==> src/rtl/klx_pkg.sv <==
// ---------------------------------------------------------------------------
// klx_pkg: shared types and constants of the keyword token lexer
// Token kinds, scan modes, keyword prefix codes, character classes and the
// result record that travels from the scanner to the output queue.
// ---------------------------------------------------------------------------
package klx_pkg;

	localparam int LenBitsDef = 16;
	localparam int QDepth     = 4;
	localparam int OutLenW    = 16;

	typedef enum logic [3:0] {
		KIND_EOF    = 4'd0,
		KIND_FN     = 4'd1,
		KIND_END    = 4'd2,
		KIND_IF     = 4'd3,
		KIND_DO     = 4'd4,
		KIND_IDENT  = 4'd5,
		KIND_NUMBER = 4'd6,
		KIND_STRING = 4'd7,
		KIND_CHAR   = 4'd8,
		KIND_ERROR  = 4'd9
	} tok_kind_t;

	typedef enum logic [4:0] {
		MODE_IDLE    = 5'b00001,
		MODE_IDENT   = 5'b00010,
		MODE_NUMBER  = 5'b00100,
		MODE_STRING  = 5'b01000,
		MODE_COMMENT = 5'b10000
	} mode_t;

	// Keyword prefix tracker codes.
	localparam logic [3:0] KW_DEAD = 4'd0;
	localparam logic [3:0] KW_F    = 4'd1;
	localparam logic [3:0] KW_FN   = 4'd2;
	localparam logic [3:0] KW_E    = 4'd3;
	localparam logic [3:0] KW_EN   = 4'd4;
	localparam logic [3:0] KW_END  = 4'd5;
	localparam logic [3:0] KW_I    = 4'd6;
	localparam logic [3:0] KW_IF   = 4'd7;
	localparam logic [3:0] KW_D    = 4'd8;
	localparam logic [3:0] KW_DO   = 4'd9;

	// Character codes.
	localparam logic [7:0] CH_TAB   = 8'h09;
	localparam logic [7:0] CH_LF    = 8'h0A;
	localparam logic [7:0] CH_CR    = 8'h0D;
	localparam logic [7:0] CH_SPACE = 8'h20;
	localparam logic [7:0] CH_DQUOT = 8'h22;
	localparam logic [7:0] CH_HASH  = 8'h23;
	localparam logic [7:0] CH_SQUOT = 8'h27;
	localparam logic [7:0] CH_DOT   = 8'h2E;
	localparam logic [7:0] CH_0     = 8'h30;
	localparam logic [7:0] CH_9     = 8'h39;
	localparam logic [7:0] CH_UA    = 8'h41;
	localparam logic [7:0] CH_UZ    = 8'h5A;
	localparam logic [7:0] CH_LA    = 8'h61;
	localparam logic [7:0] CH_LD    = 8'h64;
	localparam logic [7:0] CH_LE    = 8'h65;
	localparam logic [7:0] CH_LF_F  = 8'h66;
	localparam logic [7:0] CH_LI    = 8'h69;
	localparam logic [7:0] CH_LN    = 8'h6E;
	localparam logic [7:0] CH_LO    = 8'h6F;
	localparam logic [7:0] CH_LZ    = 8'h7A;

	typedef struct packed {
		tok_kind_t          kind;
		logic [7:0]         code;
		logic [OutLenW-1:0] len;
		logic               last;
	} res_t;

	typedef struct packed {
		logic v0;
		logic v1;
		res_t r0;
		res_t r1;
	} push_t;

	function automatic logic is_alpha(logic [7:0] c);
		return (c >= CH_LA && c <= CH_LZ) || (c >= CH_UA && c <= CH_UZ);
	endfunction

	function automatic logic is_digit(logic [7:0] c);
		return c >= CH_0 && c <= CH_9;
	endfunction

	function automatic logic is_space(logic [7:0] c);
		return c == CH_SPACE || (c >= CH_TAB && c <= CH_CR);
	endfunction

	function automatic logic is_quote(logic [7:0] c);
		return c == CH_DQUOT || c == CH_SQUOT;
	endfunction

	function automatic logic [3:0] kw_start(logic [7:0] c);
		logic [3:0] s;
		case (c)
			CH_LF_F: s = KW_F;
			CH_LE:   s = KW_E;
			CH_LI:   s = KW_I;
			CH_LD:   s = KW_D;
			default: s = KW_DEAD;
		endcase
		return s;
	endfunction

	function automatic logic [3:0] kw_next(logic [3:0] s, logic [7:0] c);
		logic [3:0] n;
		n = KW_DEAD;
		if (s == KW_F && c == CH_LN) n = KW_FN;
		if (s == KW_E && c == CH_LN) n = KW_EN;
		if (s == KW_EN && c == CH_LD) n = KW_END;
		if (s == KW_I && c == CH_LF_F) n = KW_IF;
		if (s == KW_D && c == CH_LO) n = KW_DO;
		return n;
	endfunction

	function automatic tok_kind_t kw_kind(logic [3:0] s);
		tok_kind_t k;
		case (s)
			KW_FN:   k = KIND_FN;
			KW_END:  k = KIND_END;
			KW_IF:   k = KIND_IF;
			KW_DO:   k = KIND_DO;
			default: k = KIND_IDENT;
		endcase
		return k;
	endfunction

endpackage

==> src/rtl/klx_scan.sv <==
// ---------------------------------------------------------------------------
// klx_scan: token scanner
// Holds the scan mode, token length and keyword prefix, and turns one
// accepted character into up to two token results in the same cycle.
// ---------------------------------------------------------------------------
module klx_scan #(
	parameter int LEN_BITS = klx_pkg::LenBitsDef
) (
	input  logic            clk,
	input  logic            arst_n,
	input  logic            acc,
	input  logic [7:0]      char_in,
	input  logic            end_of_stream,
	output klx_pkg::push_t  push
);

	localparam int ExtW = (LEN_BITS > klx_pkg::OutLenW) ? LEN_BITS : klx_pkg::OutLenW;

	klx_pkg::mode_t      mode_q, mode_d;
	logic [LEN_BITS-1:0] len_q, len_d;
	logic [3:0]          kw_q, kw_d;

	logic                v0, v1;
	klx_pkg::res_t       r0, r1;

	function automatic logic [klx_pkg::OutLenW-1:0] sat_len(logic [LEN_BITS-1:0] v);
		logic [ExtW-1:0] e;
		e = ExtW'(v);
		if (e > ExtW'({klx_pkg::OutLenW{1'b1}})) begin
			return {klx_pkg::OutLenW{1'b1}};
		end
		return e[klx_pkg::OutLenW-1:0];
	endfunction

	function automatic logic [LEN_BITS-1:0] bump(logic [LEN_BITS-1:0] v);
		if (v == {LEN_BITS{1'b1}}) begin
			return v;
		end
		return v + LEN_BITS'(1);
	endfunction

	always_comb begin
		klx_pkg::res_t single;
		klx_pkg::res_t tok;
		logic          restart;

		mode_d  = mode_q;
		len_d   = len_q;
		kw_d    = kw_q;
		v0      = 1'b0;
		v1      = 1'b0;
		r0      = '0;
		r1      = '0;
		restart = 1'b0;
		tok     = '0;
		single  = '{kind: klx_pkg::KIND_CHAR, code: char_in,
			len: klx_pkg::OutLenW'(1), last: 1'b0};

		if (end_of_stream) begin
			case (mode_q)
				klx_pkg::MODE_IDENT: begin
					v0 = 1'b1;
					r0.kind = klx_pkg::kw_kind(kw_q);
					r0.len = sat_len(len_q);
				end
				klx_pkg::MODE_NUMBER: begin
					v0 = 1'b1;
					r0.kind = klx_pkg::KIND_NUMBER;
					r0.len = sat_len(len_q);
				end
				klx_pkg::MODE_STRING: begin
					v0 = 1'b1;
					r0.kind = klx_pkg::KIND_ERROR;
					r0.len = sat_len(len_q);
				end
				default: begin
				end
			endcase
			// The end-of-file token follows whatever token was still open.
			if (v0) begin
				v1 = 1'b1;
			end else begin
				v0 = 1'b1;
			end
			mode_d = klx_pkg::MODE_IDLE;
			len_d  = '0;
			kw_d   = klx_pkg::KW_DEAD;
		end else begin
			case (mode_q)
				klx_pkg::MODE_IDENT: begin
					if (klx_pkg::is_alpha(char_in) || klx_pkg::is_digit(char_in)) begin
						len_d = bump(len_q);
						kw_d  = klx_pkg::kw_next(kw_q, char_in);
					end else begin
						v0 = 1'b1;
						r0.kind = klx_pkg::kw_kind(kw_q);
						r0.len = sat_len(len_q);
						restart = 1'b1;
					end
				end
				klx_pkg::MODE_NUMBER: begin
					if (klx_pkg::is_digit(char_in) || char_in == klx_pkg::CH_DOT) begin
						len_d = bump(len_q);
					end else begin
						v0 = 1'b1;
						r0.kind = klx_pkg::KIND_NUMBER;
						r0.len = sat_len(len_q);
						restart = 1'b1;
					end
				end
				klx_pkg::MODE_STRING: begin
					if (klx_pkg::is_quote(char_in)) begin
						v0 = 1'b1;
						r0.kind = klx_pkg::KIND_STRING;
						r0.len = sat_len(len_q);
						mode_d = klx_pkg::MODE_IDLE;
						len_d  = '0;
						kw_d   = klx_pkg::KW_DEAD;
					end else begin
						len_d = bump(len_q);
					end
				end
				klx_pkg::MODE_COMMENT: begin
					if (char_in == klx_pkg::CH_LF || char_in == klx_pkg::CH_CR) begin
						mode_d = klx_pkg::MODE_IDLE;
						len_d  = '0;
						kw_d   = klx_pkg::KW_DEAD;
					end
				end
				default: begin
					restart = 1'b1;
				end
			endcase

			// The character that ended a token is scanned again as a fresh start.
			if (restart) begin
				mode_d = klx_pkg::MODE_IDLE;
				len_d  = '0;
				kw_d   = klx_pkg::KW_DEAD;
				if (klx_pkg::is_alpha(char_in)) begin
					mode_d = klx_pkg::MODE_IDENT;
					len_d  = LEN_BITS'(1);
					kw_d   = klx_pkg::kw_start(char_in);
				end else if (klx_pkg::is_digit(char_in)) begin
					mode_d = klx_pkg::MODE_NUMBER;
					len_d  = LEN_BITS'(1);
				end else if (klx_pkg::is_quote(char_in)) begin
					mode_d = klx_pkg::MODE_STRING;
				end else if (char_in == klx_pkg::CH_HASH) begin
					mode_d = klx_pkg::MODE_COMMENT;
				end else if (!klx_pkg::is_space(char_in)) begin
					if (v0) begin
						v1 = 1'b1;
						r1 = single;
					end else begin
						v0 = 1'b1;
						r0 = single;
					end
				end
			end
		end

		if (v1) begin
			r1.last = 1'b1;
		end else if (v0) begin
			r0.last = 1'b1;
		end

		tok  = r0;
		push = '{v0: acc & v0, v1: acc & v1, r0: tok, r1: r1};
	end

	always_ff @(posedge clk or negedge arst_n) begin
		if (!arst_n) begin
			mode_q <= klx_pkg::MODE_IDLE;
			len_q  <= '0;
			kw_q   <= klx_pkg::KW_DEAD;
		end else if (acc) begin
			mode_q <= mode_d;
			len_q  <= len_d;
			kw_q   <= kw_d;
		end
	end

	a_second_needs_first: assert property (@(posedge clk) disable iff (!arst_n)
		push.v1 |-> push.v0)
		else $error("second result without a first one");

	a_eos_ends_in_eof: assert property (@(posedge clk) disable iff (!arst_n)
		(acc && end_of_stream) |->
		((push.v1 && push.r1.kind == klx_pkg::KIND_EOF && push.r1.last) ||
		 (!push.v1 && push.v0 && push.r0.kind == klx_pkg::KIND_EOF && push.r0.last)))
		else $error("end of stream did not close with an eof token");

	a_eos_goes_idle: assert property (@(posedge clk) disable iff (!arst_n)
		(acc && end_of_stream) |=> (mode_q == klx_pkg::MODE_IDLE && len_q == '0))
		else $error("scanner not idle after end of stream");

endmodule

==> src/rtl/klx_outq.sv <==
// ---------------------------------------------------------------------------
// klx_outq: token result queue
// Small queue that takes up to two results per cycle and hands one result
// per transfer to the output channel.
// ---------------------------------------------------------------------------
module klx_outq (
	input  logic           clk,
	input  logic           arst_n,
	input  klx_pkg::push_t push,
	output logic           room,
	output logic           head_valid,
	input  logic           head_stall,
	output klx_pkg::res_t  head
);

	localparam int PtrW = $clog2(klx_pkg::QDepth);
	localparam int CntW = $clog2(klx_pkg::QDepth + 1);

	klx_pkg::res_t  slot_q [klx_pkg::QDepth];
	logic [PtrW-1:0] rd_q, wr_q;
	logic [CntW-1:0] cnt_q;
	logic            pop;
	logic [PtrW-1:0] wr_next;

	assign head_valid = cnt_q != '0;
	assign head       = slot_q[rd_q];
	assign pop        = head_valid & ~head_stall;
	// An item may enter only when both of its possible results fit.
	assign room       = cnt_q <= CntW'(klx_pkg::QDepth - 2);
	assign wr_next    = wr_q + PtrW'(1);

	always_ff @(posedge clk) begin
		if (push.v0) begin
			slot_q[wr_q] <= push.r0;
		end
		if (push.v1) begin
			slot_q[wr_next] <= push.r1;
		end
	end

	always_ff @(posedge clk or negedge arst_n) begin
		if (!arst_n) begin
			rd_q  <= '0;
			wr_q  <= '0;
			cnt_q <= '0;
		end else begin
			wr_q  <= wr_q + PtrW'(push.v0) + PtrW'(push.v1);
			rd_q  <= rd_q + PtrW'(pop);
			cnt_q <= cnt_q + CntW'(push.v0) + CntW'(push.v1) - CntW'(pop);
		end
	end

	a_no_overfill: assert property (@(posedge clk) disable iff (!arst_n)
		cnt_q <= CntW'(klx_pkg::QDepth))
		else $error("result queue overfilled");

	a_push_has_room: assert property (@(posedge clk) disable iff (!arst_n)
		push.v0 |-> room)
		else $error("results pushed without room");

endmodule

==> src/rtl/keyword_token_lexer_top.sv <==
// ---------------------------------------------------------------------------
// keyword_token_lexer_top: keyword token lexer
// Scans a character stream one byte per transfer and emits a token record
// whenever a token ends, recognizing the keywords fn, end, if and do.
//
//   channel  | handshake              | payload
//   ---------+------------------------+------------------------------------
//   src      | src_valid / src_stall  | char_in, end_of_stream
//   tok      | tok_valid / tok_stall  | token_kind, char_code,
//            |                        | token_length, last
//
// A character is scanned in the cycle it is accepted; its results sit in a
// four-entry queue and are offered from the next cycle on.
// One character per cycle is taken while each character yields at most one
// token and tok_stall stays low; a character that yields two tokens needs two token transfers.
// src_stall rises when the queue cannot hold two more results, so it
// follows tok_stall with a few entries of slack.
// Reset empties the queue and returns the scanner to idle between tokens.
// ---------------------------------------------------------------------------
module keyword_token_lexer_top #(
	parameter int LEN_BITS = klx_pkg::LenBitsDef
) (
	input  logic        clk,
	input  logic        arst_n,
	input  logic        src_valid,
	output logic        src_stall,
	input  logic [7:0]  char_in,
	input  logic        end_of_stream,
	output logic        tok_valid,
	input  logic        tok_stall,
	output logic [3:0]  token_kind,
	output logic [7:0]  char_code,
	output logic [15:0] token_length,
	output logic        last
);

	klx_pkg::push_t push;
	klx_pkg::res_t  head;
	logic           room;
	logic           acc;

	assign src_stall = ~room;
	assign acc       = src_valid & room;

	klx_scan #(
		.LEN_BITS(LEN_BITS)
	) u_scan (
		.clk          (clk),
		.arst_n       (arst_n),
		.acc          (acc),
		.char_in      (char_in),
		.end_of_stream(end_of_stream),
		.push         (push)
	);

	klx_outq u_outq (
		.clk       (clk),
		.arst_n    (arst_n),
		.push      (push),
		.room      (room),
		.head_valid(tok_valid),
		.head_stall(tok_stall),
		.head      (head)
	);

	assign token_kind   = head.kind;
	assign char_code    = head.code;
	assign token_length = head.len;
	assign last         = head.last;

endmodule

==> config.mk <==
export PLATFORM = sky130hd
export DESIGN_NAME = keyword_token_lexer_top
export DESIGN_NICKNAME = d
export VERILOG_FILES = /design/src/rtl/klx_pkg.sv /design/src/rtl/klx_scan.sv /design/src/rtl/klx_outq.sv /design/src/rtl/keyword_token_lexer_top.sv
export SDC_FILE = /design/constraint.sdc
export NUM_CORES = 1
export LEC_CHECK = 0
export BUFFER_PORTS_ARGS = -buffer_cell sky130_fd_sc_hd__buf_2
export CAP_MARGIN = 20
export CELL_PAD_IN_SITES_DETAIL_PLACEMENT = 1
export CELL_PAD_IN_SITES_GLOBAL_PLACEMENT = 2
export CORE_MARGIN = 1.5
export CORE_UTILIZATION = 41
export DETAILED_ROUTE_END_ITERATION = 10
export PLACE_DENSITY = 0.88
export SLEW_MARGIN = 15
export SYNTH_ARGS = -nofsm -noshare
export SYNTH_HDL_FRONTEND = slang
export SYNTH_SLANG_ARGS = --single-unit
export TNS_END_PERCENT = 10
==> constraint.sdc <==
create_clock -name clk -period 3.77 [get_ports clk]
set_input_delay 0.5655 -clock clk [delete_from_list [all_inputs] [get_ports clk]]
set_output_delay 0.5655 -clock clk [all_outputs]
set_load 0.1 [all_outputs]
### Yosys cells after proc, flatten, opt, wreduce, memory -nomap -nowiden

Memories as Yosys holds them, arrays and structs flattened.
Cells that the tools add are included.

* $add $sub $neg: 8
* $mul: 0
* divide/modulo/power cells: 0
* $lt $le $gt $ge: 10
* equal/unequal tests: 31
* shifts and indexed selects: 0
* mux-type cells: 130
* bitwise operators: 6
* reduce and logical (&&, ||, !) cells: 24

Operator list (count)
* $mux W29: 15
* $mux W16: 22
* $pmux W16 S3: 2
* $pmux W16 S4: 1
* $mux W1: 58
* $eq A8 B7 Y1 const B: 6
* $eq A8 B6 Y1 const B: 5
* $mux W5: 8
* $mux W4: 9
* $pmux W4 S3: 3
* $add A16 B1 Y16 const B: 1
* $eq A16 B16 Y1 const B: 1
* $eq A4 B3 Y1 const B: 4
* $eq A8 B4 Y1 const B: 2
* $ge A8 B7 Y1 const B: 2
* $gt A16 B16 Y1 const B: 1
* $le A8 B7 Y1 const B: 2
* $ne A4 B2 Y1 const B: 4
* $pmux W4 S4: 1
* $mux W3: 5
* $pmux W3 S4: 1
* $pmux W5 S2: 1
* $reduce_and A5 Y1: 2
* $logic_and A1 B1 Y1: 9
* other kinds (29): 44

* register bits after elaboration: 32
* latch bits: 0
* bits in writable memories: 116
* bits in read-only memories: 0
* output and inout port bits: 31
* memories: 1

Memory list
* u_outq.slot_q: words 4, bits a word 29, rd ports 1, clocked after Yosys merged registers in 0, write ports 2, RTL line klx_outq.sv:19 `klx_pkg::res_t slot_q [klx_pkg::QDepth];`

### Depth between registers and ports, before layout

Gate-level depths: netlist of the first run.

* word-level depth: 20
* depth in mapped cells: 12

### Cells and area by module

From an unflattened synthesis of the first run, not the netlist that was laid out.

* cell total of the unflattened synthesis: 649
* area, all modules: 8624.5 µm²

By module, submodules not included
* klx_outq: instances 1, cells each 315, area each 5964.5 µm²
* klx_scan: instances 1, cells each 332, area each 2650.0 µm²
* keyword_token_lexer_top: instances 1, cells each 2, area each 10.0 µm²

### Worst setup path before layout of the first run

No wires, ideal clock.

* path kind: input to register
* start point: input port char_in[4]
* end point: register u_outq.cnt_q[2]
* arrival: 3.407 ns
* path slack: 0.241 ns
* stages: 12
* buffers on the path: 1
* cell sequence: buf_2 nor3b_1 nor3b_4 a22oi_1 o21ai_1 nand3_2 a21o_1 ha_1 inv_1 fa_1 fa_1 xnor2_1

* longest elaborated chain between the ends: 18
* elaborated cells between the ends (all ways): 49

RTL lines
* start, declared: RTL line keyword_token_lexer_top.sv:27 `input logic [7:0] char_in,`
* $ge A8 B7 Y1 or $le A8 B7 Y1 (tied branches): RTL line klx_pkg.sv:82 `return (c >= CH_LA && c <= CH_LZ) || (c >= CH_UA && c <= CH_UZ);`
* $logic_and A1 B1 Y1: RTL line klx_pkg.sv:82
* $logic_or A1 B1 Y1: RTL line klx_pkg.sv:82
* $logic_or A1 B1 Y1: RTL line klx_scan.sv:91 `if (klx_pkg::is_alpha(char_in) || klx_pkg::is_digit(char_in)) begin`
* $mux W1: RTL line klx_scan.sv:91
* $pmux W1 S3: RTL line klx_scan.sv:89 `case (mode_q)`
* $mux W1: RTL line klx_scan.sv:59 `if (end_of_stream) begin`
* $mux W1, on equally long branches: RTL line klx_scan.sv:151, klx_scan.sv:152
* [2 not listed]
* $mux W1, on equally long branches: RTL line klx_scan.sv:144, klx_scan.sv:147
* $mux W1, on equally long branches: RTL line klx_scan.sv:140, klx_scan.sv:144
* $mux W1, on equally long branches: RTL line klx_scan.sv:136, klx_scan.sv:140
* $mux W1, on equally long branches: RTL line klx_scan.sv:59, klx_scan.sv:136
* $and A1 B1 Y1 or $mux W1 (tied branches): RTL line klx_scan.sv:170, klx_scan.sv:59
* $add A3 B1 Y3 or $and A1 B1 Y1 (tied branches): RTL line klx_outq.sv:49, klx_scan.sv:170
* $add A3 B1 Y3 (*): RTL line klx_outq.sv:49 `cnt_q <= cnt_q + CntW'(push.v0) + CntW'(push.v1) - CntW'(pop);`
* $sub A3 B1 Y3 (*): RTL line klx_outq.sv:49
* end signal, assigned: RTL line klx_outq.sv:49
* end, declared: RTL line klx_outq.sv:21 `logic [CntW-1:0] cnt_q;`

Mark *: on every way between the ends. The rest lies on a longest branch, timed or not. The select of a mux whose other input is x is not followed.
A chain may end at the register's enable or synchronous reset.

### Worst setup path after layout of the first run

* start point: register u_scan.mode_q[3]
* end point: register u_outq.cnt_q[2]

* longest elaborated chain between the ends: 14
* elaborated cells between the ends (all ways): 33

RTL lines
* start, declared: RTL line klx_scan.sv:19 `klx_pkg::mode_t mode_q, mode_d;`
* start signal, assigned: RTL line klx_scan.sv:175 `mode_q <= klx_pkg::MODE_IDLE;`
* start signal, assigned: RTL line klx_scan.sv:179 `mode_q <= mode_d;`
* $eq A5 B4 Y1 (tied with other cells)
* $pmux W1 S3: RTL line klx_scan.sv:89
* $mux W1: RTL line klx_scan.sv:59
* $mux W1, on equally long branches: RTL line klx_scan.sv:151, klx_scan.sv:152
* $mux W1, on equally long branches: RTL line klx_scan.sv:149, klx_scan.sv:151
* $mux W1, on equally long branches: RTL line klx_scan.sv:147, klx_scan.sv:149
* $mux W1, on equally long branches: RTL line klx_scan.sv:144, klx_scan.sv:147
* $mux W1, on equally long branches: RTL line klx_scan.sv:140, klx_scan.sv:144
* $mux W1, on equally long branches: RTL line klx_scan.sv:136, klx_scan.sv:140
* $mux W1, on equally long branches: RTL line klx_scan.sv:59, klx_scan.sv:136
* $and A1 B1 Y1 or $mux W1 (tied branches): RTL line klx_scan.sv:170, klx_scan.sv:59
* $add A3 B1 Y3 or $and A1 B1 Y1 (tied branches): RTL line klx_outq.sv:49, klx_scan.sv:170
* $add A3 B1 Y3 (*): RTL line klx_outq.sv:49
* $sub A3 B1 Y3 (*): RTL line klx_outq.sv:49

Marked as above.

==> flow_metrics.env, run 1 <==
export IMPL_total_leakage_power_nw=3.211
export IMPL_grt_pass1_vias=6714
export IMPL_timing_rr_end="u_outq.cnt_q[2]$_DFF_PN0_"
export IMPL_reg2reg_depth=11
export IMPL_netlist_instances=722
export IMPL_whs_ps=232.1
export IMPL_maxSlewViolCount=0
export IMPL_drc=4
export IMPL_synth_top_area_cell="dfxtp_1"
export IMPL_synth_area_leaders="dfxtp_1 (19%), edfxtp_1 (17%), dfrtp_1 (10%), mux4_2 (8.6%), o21ai_0 (6.1%)"
export IMPL_postCtsSetupBuffers=0
export IMPL_arrival_ps=3750
export IMPL_final_common_cell="o21ai_0"
export IMPL_violations="design-rule violations"
export IMPL_vias=6373
export IMPL_rrSetupSlack_ps=340
export IMPL_layout_common_cells="o21ai_0 (93), dfxtp_1 (72), o22ai_1 (65), edfxtp_1 (44), buf_2 (43)"
export IMPL_synth_edf_count=44
export IMPL_die_w_um=139.2
export IMPL_start_kind="flop"
export IMPL_avgRoutedWirePerCell_um=23.97
export IMPL_synth_cell_type_count=79
export IMPL_period_needed_ps=3429
export IMPL_cts_hold_buf=0
export IMPL_vias_per_cell=6.348
export IMPL_async_reset_ff_share_pct=21.62
export IMPL_critPathSlowestCell="dfrtp_1"
export IMPL_path_common_cell="fa_1"
export IMPL_ctsHtreeMaxLevel=4
export IMPL_clk_pin_slew_ps=70
export IMPL_start_util_pct=42.08
export IMPL_worstMarginPinSlew_ps=1048
export IMPL_worstHoldPathType="in -> async"
export IMPL_cts_resized=0
export IMPL_drtIter0Drc=591
export IMPL_pin_count=44
export IMPL_dp_hpwl_um=16110
export IMPL_core_area_mm2=0.01809
export IMPL_yosysSeqAreaShare_pct=46.84
export IMPL_crit_required_ps=4090
export IMPL_hold_viol=0
export IMPL_worstReg2RegStart="u_scan.mode_q[3]$_DFFE_PN0P_"
export IMPL_synth_ff_type="dfxtp_1"
export IMPL_crit_path_end="u_outq.cnt_q[2]$_DFF_PN0_"
export IMPL_die_h_um=139.2
export IMPL_cts_sinks=148
export IMPL_wl_um=24070
export IMPL_critPathKind="reg -> reg"
export IMPL_setup_tns_ps=0
export IMPL_clockBufferDepth=2
export IMPL_slowest_delay_ps=470
export IMPL_grt_usage_pct=25.61
export IMPL_cts_root_buf="clkbuf_16"
export IMPL_maxSlewHeadroom_pct=29.69
export IMPL_portBuffers=43
export IMPL_antenna_found_initial=0
export IMPL_num_rows=49
export IMPL_ir_drop_mv=0.3380
export IMPL_synth_nets=742
export IMPL_yosys_warnings=0
export IMPL_drive_above_1_share_pct=23.10
export IMPL_fin_crit_sh_pct=90.96
export IMPL_place_inst=972
export IMPL_clock_latency_ps=440
export IMPL_cp_cell_sequence="nor3_1 > o311a_4 > and2_4 > o221a_4 > nand3_2 > a21o_1 > ha_1 > inv_1 > fa_1 > fa_1 > xnor2_1"
export IMPL_skew_ps=10.46
export IMPL_cts_buffers=17
export IMPL_n_antenna_cell=0
export IMPL_status="finished with violations"
export IMPL_rsz0062_at_grt="false"
export IMPL_ant_nets=0
export IMPL_globalRoute_totalOverflow=0
export IMPL_syn_cell_area_mm2=0.007610
export IMPL_die_area_mm2=0.01939
export IMPL_synth_area_per_cell_um2=10.54
export IMPL_path_max_fanout=8
export IMPL_setup_violations=0
export IMPL_fin_cells=1004
export IMPL_endpoint_kind="flop"
export IMPL_area_delta_synth_final_pct=14.11
export IMPL_final_nets=782
export IMPL_ys_ff_latch=148
export IMPL_cts_tree="yes"
export IMPL_drtPass1Iterations=10
export IMPL_fmax_mhz=291.6
export IMPL_cp_startpoint="u_scan.mode_q[3]$_DFFE_PN0P_"
export IMPL_yosysTopAreaCellShare_pct=18.94
export IMPL_gp_congestion=0.8729
export IMPL_drv_cap=0
export IMPL_grt_max_degree=75
export IMPL_grt_pass1_wl_um=38430
export IMPL_pwr_density_cell_mw_per_mm2=680.4
stage by stage:
| step | power [W] | setup slack [ps] | utilization [%] | area, um^2 |
|---|---|---|---|---|
| finish | 0.005908 | 340.7 | 48.01 | 8683 |
| global route | 0.006141 | 167.3 | 48.01 | 8683 |
| CTS | 0.005918 | 349.1 | 48.01 | 8683 |
| detailed placement | 0.004181 | 152.1 | 44.71 | 8087 |
| global placement | 0.004110 | 250.2 | 44.71 | 8087 |
| floorplan | 0.003664 | 240.9 | - | 7610 |
per-layer routing:
metal | wire length [um] | GRT usage (%) | share of wire, % | up-vias
met3 | 1014 | 4.990 | 4.2 | 46
met5 | 0 | 0 | 0 | -
met1 | 10430 | 32.45 | 43 | 3304
li1 | - | - | - | 2841
met4 | 620 | 10.41 | 2.6 | 0
met2 | 12000 | 43.02 | 50 | 182
report_power, final:
part	total, W	switching (W)	leakage [nW]	internal (W)
logic	0.00214	0.00154	1.47	0.000602
clock network	0.00173	0.000737	0.294	0.000998
registers	0.00203	0.000209	1.45	0.00182
total	0.00591	0.00249	3.21	0.00342
registers in the layout (all words and copies together) (netlist names):
register	flops
u_outq.rd_q	2
u_scan.len_q	16
u_outq.slot_q	116
u_scan.kw_q	4
u_outq.cnt_q	3
u_scan.mode_q	5
u_outq.wr_q	2
how the worst min path moves through the flow:
stage | to | from | slack (ps) | cells after the start
CTS | u_outq.rd_q[0]$_DFF_PN0_ | arst_n | 260 | 1
global route | u_outq.rd_q[0]$_DFF_PN0_ | arst_n | 280 | 1
floorplan | u_outq.cnt_q[0]$_DFF_PN0_ | arst_n | 270 | 0
detailed placement | u_outq.slot_q[0][27]$_SDFFE_PP0P_ | u_outq.slot_q[0][27]$_SDFFE_PP0P_ | 470 | 2
finish | u_outq.cnt_q[0]$_DFF_PN0_ | arst_n | 230 | 1
global placement | u_outq.slot_q[2][26]$_SDFFE_PP0N_ | u_outq.slot_q[2][26]$_SDFFE_PP0N_ | 460 | 2
critical path: cells and delay by family, from the launching register on:
family / cells / cell delay [ps]
fa+ha+maj: 3 / 1140
compound gates: 3 / 800
simple gates: 3 / 710
flops: 1 / 470
xor+xnor: 1 / 140
buf+inv: 1 / 60
Yosys cell counts, types with 3 or more instances:
cell type / instances
o21ai_0: 93
dfxtp_1: 72
o22ai_1: 65
edfxtp_1: 44
nand2_1: 42
clkbuf_1: 31
dfrtp_1: 31
mux4_2: 29
nor2_1: 29
a21boi_0: 26
a21oi_1: 23
nand3_1: 15
xor2_1: 13
inv_1: 12
nand4_1: 11
o2bb2ai_1: 11
or2_2: 10
buf_4: 9
buf_2: 8
nand2b_1: 8
nand3b_1: 8
nor2b_1: 7
and3_1: 6
nor3_1: 6
a31oi_1: 5
buf_6: 5
nor3b_1: 5
o211ai_1: 5
a211oi_2: 4
a21o_1: 4
and4_1: 4
buf_1: 4
ha_1: 4
nand3b_2: 4
xnor2_1: 4
and2_1: 3
clkbuf_2: 3
fa_1: 3
o21a_1: 3
o21ai_1: 3
or3_1: 3
cells by family (layout without fill, tap and decap cells):
family / Yosys count / after routing / share of synthesized area (%)
AO/OA/AOI/OAI: 269 / 269 / 23.07
flip-flops: 148 / 148 / 46.84
multiplexers: 33 / 33 / 9.142
adder cells (fa/ha/maj): 7 / 7 / 1.447
AND/OR/NAND/NOR: 174 / 174 / 12.78
buffers and inverters: 74 / 127 / 4.768
XOR/XNOR: 17 / 17 / 1.957
final cells by class:
class,count,area [um^2]
multi-input combinational,500,3682
clock inverter,11,115.1
timing repair buffer,81,500.5
fill,1974,9403
tap,229,286.5
clock buffer,21,481.7
inverter,14,52.55
sequential,148,3565
Note: power is estimated with default switching activity, not from simulation.
==> run 2, diff against run 1 <==
==> constraint.sdc (replaced) <==
create_clock -name clk -period 3.5 [get_ports clk]
set_input_delay 0.525 -clock clk [delete_from_list [all_inputs] [get_ports clk]]
set_output_delay 0.525 -clock clk [all_outputs]
set_load 0.1 [all_outputs]
==> run 2 against run 1 <==
Design area up 0.71%. Largest cell class unchanged. Sequential share of layout area down 0.29 points. Non-clock buffer count up 9. Hold slack worse by 52 ps. Setup slack worse by 110 ps. Global-route usage down 0.37 points. The flow still finishes with violations (design-rule violations).
==> flow_metrics.env, run 2 (synthesis gave the netlist of run 1 again) <==
export IMPL_status="finished with violations"
export IMPL_violations="design-rule violations"
export IMPL_worstHoldPathType="in -> async"
export IMPL_pin_count=44
export IMPL_grt_usage_pct=25.24
export IMPL_worstReg2RegStart="u_scan.mode_q[4]$_DFFE_PN0P_"
export IMPL_critPathKind="reg -> reg"
export IMPL_critPathSlowestCell="fa_1"
export IMPL_vias_per_cell=6.321
export IMPL_start_util_pct=42.08
export IMPL_ir_drop_mv=0.4217
export IMPL_maxSlewViolCount=0
export IMPL_num_rows=49
export IMPL_rsz0062_at_grt="false"
export IMPL_worstMarginPinSlew_ps=808.8
export IMPL_dp_hpwl_um=15990
export IMPL_period_needed_ps=3272
export IMPL_avgRoutedWirePerCell_um=23.66
export IMPL_final_area_mm2=0.008745
export IMPL_cp_startpoint="u_scan.mode_q[4]$_DFFE_PN0P_"
export IMPL_hold_viol=0
export IMPL_core_area_mm2=0.01809
export IMPL_dpl_cell_area_mm2=0.008167
export IMPL_die_area_mm2=0.01939
export IMPL_slowest_delay_ps=440
export IMPL_ant_nets=0
export IMPL_final_nets=791
export IMPL_drv_cap=0
export IMPL_final_common_cell="o21ai_0"
export IMPL_path_common_cell="fa_1"
export IMPL_max_flop_register="u_outq.slot_q"
export IMPL_crit_buf_inv=1
export IMPL_die_h_um=139.2
export IMPL_cts_hold_buf=0
export IMPL_gp_congestion=0.8995
export IMPL_maxSlewHeadroom_pct=46.08
export IMPL_drive_above_1_share_pct=23.60
export IMPL_start_kind="flop"
export IMPL_total_leakage_power_nw=3.252
export IMPL_layout_common_cells="o21ai_0 (93), dfxtp_1 (72), o22ai_1 (65), buf_4 (46), edfxtp_1 (44)"
export IMPL_cts_buffers=17
export IMPL_crit_cells=11
export IMPL_clock_latency_ps=430
export IMPL_grt_pass1_vias=6816
export IMPL_rrSetupSlack_ps=230
export IMPL_cts_resized=0
export IMPL_setup_tns_ps=0
export IMPL_timing_rr_end="u_outq.cnt_q[2]$_DFF_PN0_"
export IMPL_fin_ws_ps=227.6
export IMPL_portBuffers=43
export IMPL_n_antenna_cell=0
export IMPL_path_delay_family="adder cells"
export IMPL_path_max_fanout=5
export IMPL_largest_register_ffs=116
export IMPL_grt_pass1_wl_um=38070
export IMPL_cts_root_buf="clkbuf_16"
export IMPL_ctsHtreeMaxLevel=4
export IMPL_skew_ps=9.673
export IMPL_endpoint_kind="flop"
export IMPL_cts_tree="yes"
export IMPL_cp_cell_sequence="nor3_1 > o311a_4 > and2_4 > o221a_4 > nand3_2 > a21o_1 > ha_1 > inv_1 > fa_1 > fa_1 > xnor2_1"
export IMPL_drc=8
export IMPL_crit_path_end="u_outq.cnt_q[2]$_DFF_PN0_"
export IMPL_clockBufferDepth=2
export IMPL_pwr_density_cell_mw_per_mm2=717.9
export IMPL_crit_required_ps=3810
export IMPL_antenna_found_initial=0
export IMPL_reg2reg_depth=11
export IMPL_die_w_um=139.2
export IMPL_cts_sinks=148
export IMPL_dp_slack_ps=16.09
export IMPL_fmax_mhz=305.6
export IMPL_setup_violations=0
export IMPL_drtIter0Drc=536
export IMPL_clk_pin_slew_ps=60
export IMPL_wl_um=23970
export IMPL_arrival_ps=3590
export IMPL_fin_crit_sh_pct=93.50
export IMPL_area_delta_synth_final_pct=14.91
export IMPL_postCtsSetupBuffers=0
export IMPL_drtPass1Iterations=8
export IMPL_grt_max_degree=75
export IMPL_globalRoute_totalOverflow=0
export IMPL_reg_top3="u_outq.slot_q (116), u_scan.len_q (16), u_scan.mode_q (5)"
export IMPL_vias=6403
## run 2: layout make-up
class	instances	area (um^2)
fill	1923	9341
multi-input combinational	500	3682
timing repair buffer	90	580.6
inverter	14	52.55
sequential	148	3565
clock inverter	7	57.56
tap	229	286.5
clock buffer	25	520.5
## run 2: stage by stage
step | instances | hold WS (ps) | power (W) | util, %
floorplan | 722 | 229.4 | 0.003947 | -
global placement | 981 | 467.3 | 0.004438 | 45.15
detailed placement | 981 | 477.5 | 0.004499 | 45.15
CTS | 1013 | 204.5 | 0.006312 | 48.35
global route | 1013 | 227.9 | 0.006527 | 48.35
finish | 1013 | 179.7 | 0.006278 | 48.35
## run 2: worst min path at each step
stage / from / to / slack (ps) / depth (start not counted)
finish: arst_n / u_outq.rd_q[1]$_DFF_PN0_ / 180 / 1
global route: arst_n / u_outq.rd_q[1]$_DFF_PN0_ / 230 / 1
CTS: arst_n / u_outq.rd_q[1]$_DFF_PN0_ / 200 / 1
detailed placement: u_outq.slot_q[1][26]$_SDFFE_PP0N_ / u_outq.slot_q[1][26]$_SDFFE_PP0N_ / 480 / 2
global placement: u_outq.slot_q[2][26]$_SDFFE_PP0N_ / u_outq.slot_q[2][26]$_SDFFE_PP0N_ / 470 / 2
floorplan: arst_n / u_outq.cnt_q[0]$_DFF_PN0_ / 230 / 0
## run 2: where the power goes
part | switching, W | total [W] | internal, W
Combinational | 0.00169 | 0.00236 | 0.000668
Sequential | 0.000165 | 0.00213 | 0.00196
Clock | 0.000744 | 0.00179 | 0.00105
Total | 0.00260 | 0.00628 | 0.00368
## run 2: metal layers
layer	part of all wire [%]	routed length, um	GRT usage (%)	vias to the layer above
met2	52	12370	43.55	217
li1	-	-	-	2862
met4	2.2	519	9.630	0
met5	0	0	0	-
met1	41	9829	31.23	3274
met3	5.2	1244	4.990	50
